<file path="config.mk">
export PLATFORM = sky130hd
export DESIGN_NAME = ima_adpcm_decoder
export DESIGN_NICKNAME = d
export VERILOG_FILES = /design/src/hdl/ima_pkg.sv /design/src/hdl/ima_adpcm_decoder.sv /design/src/hdl/ima_front.sv /design/src/hdl/ima_back.sv
export SDC_FILE = /design/constraint.sdc
export NUM_CORES = 1
export LEC_CHECK = 0
export BUFFER_PORTS_ARGS = -buffer_cell sky130_fd_sc_hd__buf_2
export CORE_AREA = 4 4 140 195
export CTS_CLUSTER_SIZE = 16
export DETAILED_ROUTE_END_ITERATION = 16
export DIE_AREA = 0 0 144 199
export GPL_ROUTABILITY_DRIVEN = 0
export PLACE_DENSITY_LB_ADDON = 0.1
export SLEW_MARGIN = 5
export SYNTH_ARGS = -nofsm -noshare
export SYNTH_HDL_FRONTEND = slang
export SYNTH_SLANG_ARGS = --single-unit
</file>
<file path="constraint.sdc">
create_clock -name clk -period 15.75 [get_ports clk]
set_clock_uncertainty 0.05 [all_clocks]
set_input_delay 0 -clock clk [delete_from_list [all_inputs] [get_ports clk]]
set_output_delay 0 -clock clk [all_outputs]
set_load 0.01 [all_outputs]
</file>
<file path="src/hdl/ima_pkg.sv">
// Shared types, constants and step table of the IMA ADPCM decoder.
// No dependencies; used by ima_front, ima_back and ima_adpcm_decoder.
package ima_pkg;

  localparam int unsigned IDX_W     = 7;
  localparam int unsigned PRED_W    = 16;
  localparam int unsigned STEP_W    = 15;
  localparam int unsigned CFG_ADDR_W = 3;
  localparam int unsigned CFG_DATA_W = 16;
  localparam int unsigned QUEUE_DEPTH_DEF = 2;

  localparam logic [IDX_W-1:0] IDX_MAX = 7'd88;

  localparam logic [CFG_ADDR_W-1:0] CFG_STEREO_MODE   = 3'd0;
  localparam logic [CFG_ADDR_W-1:0] CFG_START_PRED_0  = 3'd1;
  localparam logic [CFG_ADDR_W-1:0] CFG_START_INDEX_0 = 3'd2;
  localparam logic [CFG_ADDR_W-1:0] CFG_START_PRED_1  = 3'd3;
  localparam logic [CFG_ADDR_W-1:0] CFG_START_INDEX_1 = 3'd4;

  typedef struct packed {
    logic                     stereo_mode;
    logic signed [PRED_W-1:0] start_pred_0;
    logic        [IDX_W-1:0]  start_index_0;
    logic signed [PRED_W-1:0] start_pred_1;
    logic        [IDX_W-1:0]  start_index_1;
  } cfg_t;

  // One queued input byte, classified by the front part
  typedef struct packed {
    logic [7:0] data_byte;
    logic       block_start;
    logic       block_end;
    logic       two_nib;   // high nibble is decoded as well
    logic       hi_ch;     // channel of the high nibble
  } item_t;

  localparam logic [STEP_W-1:0] STEP_TAB [0:88] = '{
    15'd7,     15'd8,     15'd9,     15'd10,    15'd11,    15'd12,    15'd13,
    15'd14,    15'd16,    15'd17,    15'd19,    15'd21,    15'd23,    15'd25,
    15'd28,    15'd31,    15'd34,    15'd37,    15'd41,    15'd45,    15'd50,
    15'd55,    15'd60,    15'd66,    15'd73,    15'd80,    15'd88,    15'd97,
    15'd107,   15'd118,   15'd130,   15'd143,   15'd157,   15'd173,   15'd190,
    15'd209,   15'd230,   15'd253,   15'd279,   15'd307,   15'd337,   15'd371,
    15'd408,   15'd449,   15'd494,   15'd544,   15'd598,   15'd658,   15'd724,
    15'd796,   15'd876,   15'd963,   15'd1060,  15'd1166,  15'd1282,  15'd1411,
    15'd1552,  15'd1707,  15'd1878,  15'd2066,  15'd2272,  15'd2499,  15'd2749,
    15'd3024,  15'd3327,  15'd3660,  15'd4026,  15'd4428,  15'd4871,  15'd5358,
    15'd5894,  15'd6484,  15'd7132,  15'd7845,  15'd8630,  15'd9493,  15'd10442,
    15'd11487, 15'd12635, 15'd13899, 15'd15289, 15'd16818, 15'd18500, 15'd20350,
    15'd22385, 15'd24623, 15'd27086, 15'd29794, 15'd32767
  };

  function automatic logic [IDX_W-1:0] sat_index(input logic [IDX_W-1:0] idx);
    return (idx > IDX_MAX) ? IDX_MAX : idx;
  endfunction

  function automatic logic [STEP_W-1:0] step_of(input logic [IDX_W-1:0] idx);
    logic [IDX_W-1:0] i;
    i = sat_index(idx);
    return STEP_TAB[i];
  endfunction

  // Index adjustment: -1 for magnitudes 0..3, then 2, 4, 6, 8
  function automatic logic signed [4:0] idx_delta(input logic [2:0] mag);
    logic [3:0] up;
    up = {1'b0, mag[1:0], 1'b0} + 4'd2;
    return mag[2] ? $signed({1'b0, up}) : -5'sd1;
  endfunction

endpackage

</file>
<file path="src/hdl/ima_adpcm_decoder.sv">
// IMA ADPCM 4-bit decoder top level: configuration registers, front queue, back decoder.
// An input byte is written into the front queue and then decoded from there into the output register.
// Throughput: one result per cycle while the queue holds data and the output is not stalled, set by the single
// nibble-step unit in ima_back; a byte with two nibbles gives one result per nibble.
// Reset: synchronous, active low; clears registers, channel state and the queue.
// Depends on ima_pkg, ima_front and ima_back.
module ima_adpcm_decoder #(
  parameter int unsigned QUEUE_DEPTH = ima_pkg::QUEUE_DEPTH_DEF
) (
  input  logic                           clk,
  input  logic                           rst_n,
  input  logic                           cfg_we,
  input  logic [ima_pkg::CFG_ADDR_W-1:0] cfg_addr,
  input  logic [ima_pkg::CFG_DATA_W-1:0] cfg_wdata,
  input  logic                           in_tvalid,
  output logic                           in_tready,
  input  logic [7:0]                     in_tdata,   // data_byte[7:0]
  input  logic [1:0]                     in_tuser,   // block_start, high_valid
  input  logic                           in_tlast,   // block_end
  output logic                           out_tvalid,
  input  logic                           out_tready,
  output logic [23:0]                    out_tdata,  // sample[15:0], channel, index_after[6:0]
  output logic                           out_tuser,  // item_last
  output logic                           out_tlast   // block_last
);

  ima_pkg::cfg_t  cfg_r;
  logic           q_valid, q_pop;
  ima_pkg::item_t q_item;

  always_ff @(posedge clk) begin
    if (!rst_n) begin
      cfg_r <= '0;
    end else if (cfg_we) begin
      case (cfg_addr)
        ima_pkg::CFG_STEREO_MODE:   cfg_r.stereo_mode   <= cfg_wdata[0];
        ima_pkg::CFG_START_PRED_0:  cfg_r.start_pred_0  <= cfg_wdata;
        ima_pkg::CFG_START_INDEX_0: cfg_r.start_index_0 <= cfg_wdata[ima_pkg::IDX_W-1:0];
        ima_pkg::CFG_START_PRED_1:  cfg_r.start_pred_1  <= cfg_wdata;
        ima_pkg::CFG_START_INDEX_1: cfg_r.start_index_1 <= cfg_wdata[ima_pkg::IDX_W-1:0];
        default: ;
      endcase
    end
  end

  ima_front #(
    .DEPTH(QUEUE_DEPTH)
  ) u_front (
    .clk        (clk),
    .rst_n      (rst_n),
    .stereo_mode(cfg_r.stereo_mode),
    .in_tvalid  (in_tvalid),
    .in_tready  (in_tready),
    .in_tdata   (in_tdata),
    .in_tuser   (in_tuser),
    .in_tlast   (in_tlast),
    .q_valid    (q_valid),
    .q_item     (q_item),
    .q_pop      (q_pop)
  );

  ima_back u_back (
    .clk       (clk),
    .rst_n     (rst_n),
    .cfg       (cfg_r),
    .q_valid   (q_valid),
    .q_item    (q_item),
    .q_pop     (q_pop),
    .out_tvalid(out_tvalid),
    .out_tready(out_tready),
    .out_tdata (out_tdata),
    .out_tuser (out_tuser),
    .out_tlast (out_tlast)
  );

endmodule

</file>
<file path="src/hdl/ima_front.sv">
// Front part: accepts input bytes, classifies them and queues them.
// Depends on ima_pkg.
module ima_front #(
  parameter int unsigned DEPTH = ima_pkg::QUEUE_DEPTH_DEF
) (
  input  logic           clk,
  input  logic           rst_n,
  input  logic           stereo_mode,
  input  logic           in_tvalid,
  output logic           in_tready,
  input  logic [7:0]     in_tdata,   // data_byte[7:0]
  input  logic [1:0]     in_tuser,   // block_start, high_valid
  input  logic           in_tlast,   // block_end
  output logic           q_valid,
  output ima_pkg::item_t q_item,
  input  logic           q_pop
);

  localparam int unsigned PTR_W = (DEPTH > 1) ? $clog2(DEPTH) : 1;
  localparam int unsigned CNT_W = $clog2(DEPTH + 1);
  localparam logic [PTR_W-1:0] PTR_LAST = PTR_W'(DEPTH - 1);
  localparam logic [CNT_W-1:0] CNT_FULL = CNT_W'(DEPTH);

  ima_pkg::item_t   mem_r [DEPTH];
  ima_pkg::item_t   item_in;
  logic [PTR_W-1:0] wr_ptr_r, wr_ptr_nxt;
  logic [PTR_W-1:0] rd_ptr_r, rd_ptr_nxt;
  logic [CNT_W-1:0] count_r, count_nxt;
  logic             push;

  assign in_tready = (count_r != CNT_FULL);
  assign push      = in_tvalid && in_tready;
  assign q_valid   = (count_r != '0);
  assign q_item    = mem_r[rd_ptr_r];

  always_comb begin
    item_in.data_byte   = in_tdata;
    item_in.block_start = in_tuser[0];
    item_in.block_end   = in_tlast;
    item_in.two_nib     = stereo_mode | in_tuser[1];
    item_in.hi_ch       = stereo_mode;
  end

  always_comb begin
    wr_ptr_nxt = wr_ptr_r;
    rd_ptr_nxt = rd_ptr_r;
    count_nxt  = count_r;
    if (push) begin
      wr_ptr_nxt = (wr_ptr_r == PTR_LAST) ? '0 : wr_ptr_r + 1'b1;
    end
    if (q_pop) begin
      rd_ptr_nxt = (rd_ptr_r == PTR_LAST) ? '0 : rd_ptr_r + 1'b1;
    end
    if (push && !q_pop) begin
      count_nxt = count_r + 1'b1;
    end else if (!push && q_pop) begin
      count_nxt = count_r - 1'b1;
    end
  end

  always_ff @(posedge clk) begin
    if (!rst_n) begin
      wr_ptr_r <= '0;
      rd_ptr_r <= '0;
      count_r  <= '0;
    end else begin
      wr_ptr_r <= wr_ptr_nxt;
      rd_ptr_r <= rd_ptr_nxt;
      count_r  <= count_nxt;
    end
  end

  always_ff @(posedge clk) begin
    if (push) begin
      mem_r[wr_ptr_r] <= item_in;
    end
  end

endmodule

</file>
<file path="src/hdl/ima_back.sv">
// Back part: decodes one nibble per cycle into the output register while the output is not stalled.
// Holds predictor and step index of both channels. Depends on ima_pkg.
module ima_back (
  input  logic           clk,
  input  logic           rst_n,
  input  ima_pkg::cfg_t  cfg,
  input  logic           q_valid,
  input  ima_pkg::item_t q_item,
  output logic           q_pop,
  output logic           out_tvalid,
  input  logic           out_tready,
  output logic [23:0]    out_tdata,  // sample[15:0], channel, index_after[6:0]
  output logic           out_tuser,  // item_last
  output logic           out_tlast   // block_last
);

  logic signed [ima_pkg::PRED_W-1:0] pred_r [2];
  logic        [ima_pkg::IDX_W-1:0]  idx_r  [2];
  logic                              phase_r, phase_nxt;
  logic                              out_valid_r, out_valid_nxt;
  logic signed [ima_pkg::PRED_W-1:0] out_sample_r;
  logic                              out_ch_r, out_item_last_r, out_block_last_r;
  logic        [ima_pkg::IDX_W-1:0]  out_idx_r;

  logic                              advance, last_nib, reload, ch;
  logic        [3:0]                 nib;
  logic signed [ima_pkg::PRED_W-1:0] cur_pred;
  logic        [ima_pkg::IDX_W-1:0]  cur_idx;
  logic        [ima_pkg::STEP_W-1:0] step;
  logic        [16:0]                diff;
  logic signed [17:0]                sum;
  logic signed [ima_pkg::PRED_W-1:0] new_pred;
  logic signed [7:0]                 adv;
  logic        [ima_pkg::IDX_W-1:0]  new_idx;

  assign advance  = q_valid && (!out_valid_r || out_tready);
  assign last_nib = phase_r || !q_item.two_nib;
  assign q_pop    = advance && last_nib;
  assign reload   = q_item.block_start && !phase_r;
  assign ch       = phase_r & q_item.hi_ch;
  assign nib      = phase_r ? q_item.data_byte[7:4] : q_item.data_byte[3:0];

  always_comb begin
    if (reload) begin
      cur_pred = ch ? cfg.start_pred_1 : cfg.start_pred_0;
      cur_idx  = ima_pkg::sat_index(ch ? cfg.start_index_1 : cfg.start_index_0);
    end else begin
      cur_pred = pred_r[ch];
      cur_idx  = idx_r[ch];
    end
    step = ima_pkg::step_of(cur_idx);

    adv = $signed({1'b0, cur_idx}) + 8'(ima_pkg::idx_delta(nib[2:0]));
    if (adv < 0) begin
      new_idx = '0;
    end else if (adv > $signed({1'b0, ima_pkg::IDX_MAX})) begin
      new_idx = ima_pkg::IDX_MAX;
    end else begin
      new_idx = adv[ima_pkg::IDX_W-1:0];
    end

    diff = 17'(step >> 3);
    if (nib[2]) diff = diff + 17'(step);
    if (nib[1]) diff = diff + 17'(step >> 1);
    if (nib[0]) diff = diff + 17'(step >> 2);

    if (nib[3]) begin
      sum = 18'(cur_pred) - $signed({1'b0, diff});
    end else begin
      sum = 18'(cur_pred) + $signed({1'b0, diff});
    end
    if (sum > 18'sd32767) begin
      new_pred = 16'sh7fff;
    end else if (sum < -18'sd32768) begin
      new_pred = 16'sh8000;
    end else begin
      new_pred = sum[ima_pkg::PRED_W-1:0];
    end

    phase_nxt     = advance ? !last_nib : phase_r;
    out_valid_nxt = advance || (out_valid_r && !out_tready);
  end

  always_ff @(posedge clk) begin
    if (!rst_n) begin
      pred_r[0]   <= '0;
      pred_r[1]   <= '0;
      idx_r[0]    <= '0;
      idx_r[1]    <= '0;
      phase_r     <= 1'b0;
      out_valid_r <= 1'b0;
    end else begin
      phase_r     <= phase_nxt;
      out_valid_r <= out_valid_nxt;
      if (advance) begin
        // block start on the low nibble reloads the other channel too
        if (reload) begin
          pred_r[1] <= cfg.start_pred_1;
          idx_r[1]  <= ima_pkg::sat_index(cfg.start_index_1);
        end
        pred_r[ch] <= new_pred;
        idx_r[ch]  <= new_idx;
      end
    end
  end

  always_ff @(posedge clk) begin
    if (advance) begin
      out_sample_r     <= new_pred;
      out_ch_r         <= ch;
      out_idx_r        <= new_idx;
      out_item_last_r  <= last_nib;
      out_block_last_r <= last_nib && q_item.block_end;
    end
  end

  assign out_tvalid = out_valid_r;
  assign out_tdata  = {out_idx_r, out_ch_r, out_sample_r};
  assign out_tuser  = out_item_last_r;
  assign out_tlast  = out_block_last_r;

endmodule
</file>
# After elaboration in Yosys (flattened, before gate mapping)
# Memories as Yosys holds them, arrays and structs flattened. A register that Yosys moved wholly into a read port is not among the register bits.
# Cells that the tools add are included.
op_classes:
  add_sub_neg: 11
  magnitude_cmp: 8
  reduce_logical: 28
  bitwise_logic: 5
  n_mux: 43
  eq_ne: 5
op_table:
  columns: ["op", "count"]
  rows:
  - ["$mux W16", 6]
  - ["$mux W7", 9]
  - ["$mux W17", 3]
  - ["$mux W15", 2]
  - ["$gt A7 B7 Y1 const B", 3]
  - ["$add A16 B18 Y18", 1]
  - ["$gt A18 B16 Y1 const B", 1]
  - ["$lt A18 B16 Y1 const B", 1]
  - ["$mux W1", 18]
  - ["$mux W18", 1]
  - ["$sub A16 B18 Y18", 1]
  - ["$add A17 B13 Y17", 1]
  - ["$add A17 B14 Y17", 1]
  - ["$add A12 B15 Y16", 1]
  - ["$reduce_or A16 Y1", 1]
  - ["$reduce_and A2 Y1", 5]
  - ["$add A8 B5 Y8", 1]
  - ["$ge A8 B8 Y1 const B", 1]
  - ["$gt A8 B8 Y1 const B", 1]
  - ["$logic_and A1 B1 Y1", 8]
  - ["$lt A8 B1 Y1 const B", 1]
  - ["$not A7 Y8", 1]
  - ["$logic_not A1 Y1", 7]
  - ["$reduce_or A7 Y1", 1]
  - ["other kinds (16)", 24]
word_totals:
  regBits: 79
  n_memories: 4
  romBits: 1920
  inputBits: 35
  mem_bits_rw: 70
  out_inout_bits: 28
mem_list:
  columns: ["memory", "depth", "word_bits", "rd", "rd_ports_with_merged_regs", "wr", "line", "text"]
  rows:
  - ["(name not given)", 128, 15, 1, 0, 0, "ima_pkg.sv:60", "return STEP_TAB[i];"]
  - ["u_back.pred_r", 2, 16, 1, 0, 2, "ima_back.sv:17", "logic signed [ima_pkg::PRED_W-1:0] pred_r [2];"]
  - ["u_front.mem_r", 2, 12, 1, 1, 1, "ima_front.sv:24", "ima_pkg::item_t mem_r [DEPTH];"]
  - ["u_back.idx_r", 2, 7, 1, 0, 2, "ima_back.sv:18", "logic [ima_pkg::IDX_W-1:0] idx_r [2];"]

# Depth between registers and ports, before layout
# Gate-level depths: netlist (run 1).
logic_depth:
  ltp_word: 23
  depth_mapped: 59
  ltp_nobuf: 55

# Cells and area by module
# A second synthesis (run 1) with hierarchy kept.
unflattened:
  hier_cells: 1443
  area_unflattened_um2: 12822.3
modules_own_cells:
  columns: ["mod", "n_inst", "area_per_inst_um2", "cells_per_inst"]
  rows:
  - ["ima_back", 1, 9923.3, 1206]
  - ["ima_adpcm_decoder", 1, 1790.5, 175]
  - ["ima_front", 1, 1108.6, 62]

# Worst setup path after synthesis (run 1)
# OpenSTA, ideal clock, no wires.
synth_timing:
  path_type: "register to register"
  start: "register (tool-made name)"
  end: "memory u_back.pred_r[1][0] in the netlist's numbering, data pin"
  slack_ps: 4870
  t_arrival_ps: 10653
  t_required_ps: 15524
  path_buffers: 5
  path_stages_with_launch: 53
  cell_sequence: "dfxtp_1 -> buf_6 -> mux2_4 -> buf_6 -> mux2i_1 -> mux2_2 -> clkbuf_1 -> o211ai_2 -> clkbuf_1 -> nand2_1 -> ha_1 -> o21ai_0 -> o311a_1 -> o31ai_1 -> a32oi_1 -> nand2b_1 -> inv_1 -> ha_1 -> [17 not listed] -> o21a_1 -> xnor2_1 -> a22oi_1 -> or3_1 -> nand2b_1 -> nor3_4 -> nand4b_4 -> o21ai_0 -> xnor2_1 -> ha_1 -> inv_1 -> or4b_2 -> nand3_1 -> nand2b_1 -> o211ai_4 -> nor2_4 -> buf_6 -> o311ai_2"
synth_lines:
  columns: ["item", "line"]
  rows:
  - ["end, declared", "ima_back.sv:17"]

==> results of run 1 <==
==> state kept, by name (all words and copies together), names as in the netlist, named ones only <==
signal / flops
u_front.wr_ptr_r: 1
u_back.phase_r: 1
u_back.out_sample_r: 16
cfg_r: 47
u_back.idx_r: 14
u_back.out_tvalid: 1
u_back.pred_r: 32
u_front.count_r: 2
u_back.out_idx_r: 7
u_back.out_tlast: 1
u_back.out_ch_r: 1
u_front.mem_r: 24
u_back.out_tuser: 1
u_front.rd_ptr_r: 1
==> layer usage <==
metal  part of all wire [%]  track usage, %  vias up
li1                       -               -     5649
met1                     42            35.5     5541
met2                     48            45.3      496
met3                    5.3            3.22      109
met4                    3.9            11.1        0
met5                      0               0        -
==> cell type report <==
cell class              instances  area share (%)
well taps                     319            2.86
multi-input cells            1215            57.6
clock inverters                15           0.862
clock buffers                  17            3.05
inverters                      57            1.53
flip-flops and latches        150            28.4
repair buffers                114            5.64
==> critical path: cells and delay by family, from the launching register on <==
kind | cells | cell delay [ps]
simple gates | 19 | 3940
flops | 1 | 920
xor+xnor | 4 | 670
mux | 3 | 1250
buf+inv | 2 | 620
fa+ha+maj | 4 | 1390
compound gates | 15 | 4800
==> per-stage QoR <==
step,hold slack [ps],instance area [um^2],setup WS [ps],util [%],instances
global route,159,13900,716,54.7,1887
CTS,106,13900,2080,54.7,1887
detailed placement,143,13100,2120,51.3,1821
finish,115,13900,1880,54.7,1887
global placement,138,13100,2410,51.3,1821
floorplan,48.9,12600,4870,-,1502
==> logic make-up (layout without fill, tap and decap cells) <==
family          Yosys count  after routing  synth area share, %
buf+inv                 137            203                 4.68
simple gates            533            533                 19.4
flops                   150            150                 31.5
fa+ha+maj                81             81                 8.36
mux                      46             46                 4.04
compound gates          485            485                 27.1
xor+xnor                 70             70                 4.88
==> repair_timing <==
action                                 CTS  global route
setup endpoints to repair                0             0
hold buffers                            34             0
endpoints found under the hold margin   71             0
==> final timing paths <==
kind / end / slack, ps / cells after the start
hold reg to reg: cfg_r[39] / 420 / 2
setup reg to reg: u_back.pred_r[0][0] / 1880 / 47
hold / removal: cfg_r[24] / 120 / 4
setup / recovery: u_back.pred_r[0][0] / 1880 / 47
==> cells in the final DEF (no fill, tap or decap), types with 8 or more instances in the layout <==
cell type and n:
a211oi_1 25, a21boi_0 35, a21o_1 25, a21oi_1 94, a31oi_1 35, and2_1 14
and3_1 16, buf_2 62, buf_4 18, clkbuf_16 17, dfxtp_1 54, dlygate4sd3_1 34
edfxtp_1 96, ha_1 76, inv_1 50, mux2i_1 34, nand2_1 242, nand2b_1 15
nand3_1 24, nor2_1 116, nor2b_1 25, nor3_1 28, o211ai_1 31, o21a_1 17
o21ai_0 69, o21bai_1 20, o22ai_1 17, o31ai_1 12, or2_2 8, or3_1 10
xnor2_1 38, xor2_1 32
==> reports/results.ini, run 1 <==
[logic_synthesis]
netlist_top_cells_count = nand2_1, nor2_1, edfxtp_1
synth_area_um2 = 12600
yosysWarnings = 0
synth_ff_type = edfxtp_1
async_flop_share_pct = 0
yosysSeqAreaShare_pct = 31.5
avgSynthCellArea_um2 = 8.37
synth_edf_count = 96
synth_area_leaders = edfxtp_1, dfxtp_1, ha_1, nand2_1, a21oi_1
yosysTopAreaCell = edfxtp_1
ys_seq_elements = 150
synthDistinctLibCells = 93
syn-num-nets = 1618
synth_cells = 1502
synth_top_cell_area_share_pct = 22.9
yosysMostFrequentCell = nand2_1

[sta]
worst_pin_slew_ps = 1240
setup-tns-final_ps = 0
rsz0062_at_grt = no
slew_viol_final = 0
fin_crit_sh_pct = 88.1
layout_min_cycle_time_ps = 13870
hold_viol_final = 0
fmax_ghz = 0.0721
max_slew_margin_pct = 17.2
setup_viol = 0

[floorplanning]
core_area_um2 = 25500
io_pins = 63
rows = 69
initial_core_util_pct = 49.4
die_y_um = 199
fp.dieW_um = 144
dieArea_um2 = 28700

[route]
drt_iter0_drc = 1095
drt-vias-per-instance = 6.25
ant_nets = 0
vias = 11800
remaining_drc_errors = 0
drt_wl_total_mm = 38.6
drt-pass1-iter-count = 8
wl_per_cell_um = 20.4

[finish]
seq_area_um2 = 3960
num-nets-final = 1671
antenna_cells = 0
fillCellCount = 2376
synthToLayoutAreaGrowth_pct = 10.9
drive_gt1_share_pct = 10.4
multi_input_area_um2 = 8030

[clock_tree]
numCtsBuffers = 17
post_cts_buffers = 0
post_cts_resized = 0
clockBufferDepth = 2
clk_pin_slew_ps = 60
ctsHtreeMaxLevel = 4
clock_latency_ps = 440
clock-sinks = 150
clockRootBuffer = clkbuf_16
cts_tree = built

[placed_design]
dp_hpwl_mm = 27.9
portBuffers = 62

[global_routing]
grt_pass1_vias = 11400
track_usage_pct = 27.1
grt_pass1_wl_mm = 61.4
grt_max_degree = 61
grt_overflow = 0
antenna_found_initial = 0

[setup_path]
critical_path.max_fanout = 30
cp.required_ps = 15950
cpMaxStageDelayCell = o32ai_1
slowest_delay_ps = 1040
worst_path_most_repeated_cell = nor2_1
start_kind = flip-flop
critPathArrivalTime_ps = 14070
cp-end-kind = flip-flop
worst-setup-path-type = flip-flop to flip-flop

[flow_run]
cap_viol_max_count = 0

[worst_hold_path]
worstHoldPathType = input port to flip-flop
min_from = cfg_addr[0]

[outcome]
status = complete, no violations

Power of run 1 is not shown: default switching activity piles up to over one toggle a cycle in this logic, so the estimate is an artifact.
==> run 2, diff against run 1 <==
--- a/config.mk
+++ b/config.mk
@@ -5,14 +5,16 @@
 export SDC_FILE = /design/constraint.sdc
 export NUM_CORES = 1
 export LEC_CHECK = 0
+export ABC_AREA = 1
 export BUFFER_PORTS_ARGS = -buffer_cell sky130_fd_sc_hd__buf_2
-export CORE_AREA = 4 4 140 195
+export CORE_AREA = 4 4 137 191
 export CTS_CLUSTER_SIZE = 16
 export DETAILED_ROUTE_END_ITERATION = 16
-export DIE_AREA = 0 0 144 199
+export DIE_AREA = 0 0 141 195
 export GPL_ROUTABILITY_DRIVEN = 0
 export PLACE_DENSITY_LB_ADDON = 0.1
 export SLEW_MARGIN = 5
 export SYNTH_ARGS = -nofsm -noshare
 export SYNTH_HDL_FRONTEND = slang
 export SYNTH_SLANG_ARGS = --single-unit
+export TNS_END_PERCENT = 30
==> reports/results.ini, run 2 <==
[outcome]
status = complete, no violations  ; unchanged

[clock_tree]
clock_latency_ps = 420  ; was 440 ps
numCtsBuffers = 17  ; unchanged
clockBufferDepth = 2  ; unchanged
clk_pin_slew_ps = 60  ; about the same
clockRootBuffer = clkbuf_16  ; unchanged
cts_tree = built  ; unchanged
ctsHtreeMaxLevel = 4  ; unchanged
cts_hold_buf = 33  ; was 34
post_cts_resized = 0  ; unchanged
clock-sinks = 150  ; unchanged
post_cts_buffers = 0  ; unchanged

[sta]
max_slew_margin_pct = 25.7  ; was 17.2%
fmax_ghz = 0.0762  ; was 0.0721 GHz
worst_pin_slew_ps = 1110  ; was 1240 ps
fin_crit_sh_pct = 83.4  ; was 88.1%
layout_min_cycle_time_ps = 13130  ; was 13,870 ps
setup_viol = 0  ; unchanged
slew_viol_final = 0  ; unchanged
rsz0062_at_grt = no  ; unchanged
hold_viol_final = 0  ; unchanged
setup-tns-final_ps = 0  ; unchanged

[logic_synthesis]
yosysTopAreaCell = edfxtp_1  ; unchanged
syn-num-nets = 1824  ; was 1,618
synth_top_cell_area_share_pct = 23.9  ; was 22.9%
synth_cells = 1708  ; was 1,502
ys_seq_elements = 150  ; unchanged
synth_edf_count = 96  ; unchanged
async_flop_share_pct = 0  ; unchanged
yosysSeqAreaShare_pct = 32.9  ; was 31.5%
yosysMostFrequentCell = nand2_1  ; unchanged
synthDistinctLibCells = 56  ; was 93
synth_area_leaders = edfxtp_1, nand2_1, dfxtp_1, ha_1, a21oi_1  ; was edfxtp_1, dfxtp_1, ha_1, nand2_1, a21oi_1
synth_ff_type = edfxtp_1  ; unchanged
synth_area_um2 = 12000  ; was 12,600 um^2
netlist_top_cells_count = nand2_1, inv_1, nor2_1  ; was nand2_1, nor2_1, edfxtp_1
yosysWarnings = 0  ; unchanged
avgSynthCellArea_um2 = 7.05  ; was 8.37 um^2

[global_routing]
grt_max_degree = 53  ; was 61
antenna_found_initial = 0  ; unchanged
grt_pass1_vias = 11500  ; was 11,400
track_usage_pct = 25.8  ; was 27.1%
grt_overflow = 0  ; unchanged
grt_pass1_wl_mm = 57.9  ; was 61.4 mm

[setup_path]
cpMaxStageDelayCell = a211oi_1  ; was o32ai_1
cp.required_ps = 15870  ; was 15,950 ps
r2r_cells = 73  ; was 47
critPathArrivalTime_ps = 13250  ; was 14,070 ps
worst_path_most_repeated_cell = nand2_1  ; was nor2_1
start_kind = flip-flop  ; unchanged
cp-end-kind = flip-flop  ; unchanged
worst-setup-path-type = flip-flop to flip-flop  ; unchanged
slowest_delay_ps = 750  ; was 1040 ps
reg2reg_setup_slack_ps = 2620  ; was 1880 ps
critical_path.max_fanout = 44  ; was 30
r2r_end = u_back.pred_r[1][6]  ; was u_back.pred_r[0][0]

[finish]
largest_register = cfg_r  ; unchanged
postLayoutCellArea_um2 = 13400  ; was 13,900 um^2
fillCellCount = 2429  ; was 2,376
drive_gt1_share_pct = 9.99  ; was 10.4%
finalNonFillerCells = 2097  ; was 1,887
final_cell_mix = nand2_1, inv_1, nor2_1  ; was nand2_1, nor2_1, edfxtp_1
layout_commonest_cell = nand2_1  ; unchanged
synthToLayoutAreaGrowth_pct = 11.2  ; was 10.9%
num-nets-final = 1885  ; was 1,671
seq_area_um2 = 3960  ; unchanged
reg_top3 = cfg_r (47), u_back.pred_r (32), u_front.mem_r (24)  ; unchanged
multi_input_area_um2 = 7050  ; was 8030 um^2
largest_reg_flops = 47  ; unchanged
antenna_cells = 0  ; unchanged
finalCoreUtilization_pct = 54.7  ; about the same

[route]
drt-pass1-iter-count = 7  ; was 8
drt_wl_total_mm = 35.2  ; was 38.6 mm
vias = 11600  ; was 11,800
wl_per_cell_um = 16.8  ; was 20.4 um
remaining_drc_errors = 0  ; unchanged
drt-vias-per-instance = 5.53  ; was 6.25
ant_nets = 0  ; unchanged
drt_iter0_drc = 809  ; was 1,095

[floorplanning]
fp.dieW_um = 141  ; was 144 um
core_area_um2 = 24500  ; was 25,500 um^2
die_y_um = 195  ; was 199 um
rows = 68  ; was 69
initial_core_util_pct = 49.2  ; was 49.4%
dieArea_um2 = 27500  ; was 28,700 um^2
io_pins = 63  ; unchanged

[worst_hold_path]
min_path_cells = 6  ; was 4
worstHoldPathType = input port to flip-flop  ; unchanged
hold_end = cfg_r[46]  ; was cfg_r[24]
min_from = cfg_we  ; was cfg_addr[0]

[flow_run]
cap_viol_max_count = 0  ; unchanged

[placed_design]
portBuffers = 62  ; unchanged
place_inst = 2032  ; was 1,821
place_area_um2 = 12500  ; was 13,100 um^2
dp_hpwl_mm = 26.1  ; was 27.9 mm

## run 2: cell count changes in the layout (fill, tap and decap cells not counted), sizes merged, moves of 25 or more
cell    previous run  this run
a21boi            35         1
a21oi             94       147
inv               63       195
mux2i             37         0
nand2            242       459
nand3             25       135
nor2             118       165
nor2b             25         0
o21ai             75       135
## run 2: metrics by stage
step                      hold slack, ps  worst slack [ps]
after floorplan                     48.9              6470
after global placement               139              2860
after detailed placement             145              2760
after CTS                           34.6              2720
after global routing                80.5              1080
final                               49.5              2620
## run 2: cell type report
type,count,area share [%]
Timing Repair Buffer,103,5.23
Multi-Input combinational cell,1303,52.6
Inverter,194,5.44
Clock buffer,17,3.18
Sequential cell,150,29.6
Tap cell,315,2.94
Clock inverter,15,1.02
## run 2: how the worst max path moves through the flow
stage	startpoint	endpoint	slack [ps]	cells past startpoint
2_1_floorplan	flip-flop	u_back.pred_r[1][10]	6470	71
3_3_place_gp	flip-flop	u_back.pred_r[1][14]	2860	68
3_5_place_dp	flip-flop	u_back.pred_r[1][2]	2760	68
4_1_cts	flip-flop	u_back.pred_r[1][2]	2720	68
5_1_grt	flip-flop	u_back.pred_r[1][2]	1080	73
6_report	flip-flop	u_back.pred_r[1][6]	2620	73
## run 2: logic make-up after synthesis
| group | share of synthesized area [%] |
|---|---|
| DFF | 32.9 |
| buffers and inverters | 8.63 |
| and+or+nand+nor | 29.2 |
| AOI/OAI and AO/OA | 16.5 |
| xor gates and xnor gates | 4.07 |
| adders and majority gates | 8.72 |
## run 2: routing by layer
layer | share of wire (%) | wire length (um) | global-route usage (%) | vias up
met5 | 0 | 0 | 0 | -
met4 | 5.1 | 1790 | 13.4 | 0
met3 | 5.0 | 1760 | 2.74 | 99
met2 | 49 | 17100 | 44.2 | 398
met1 | 41 | 14500 | 32.0 | 5284
li1 | - | - | - | 5825
## run 2: critical path, delay by kind of cell (launching register included)
kind	cells	cell delay, ps
xor+xnor	2	340
compound gates	20	3400
fa+ha+maj	5	1630
flops	1	600
simple gates	34	4970
buf+inv	12	1840
Power of run 2 is left out for the same reason.
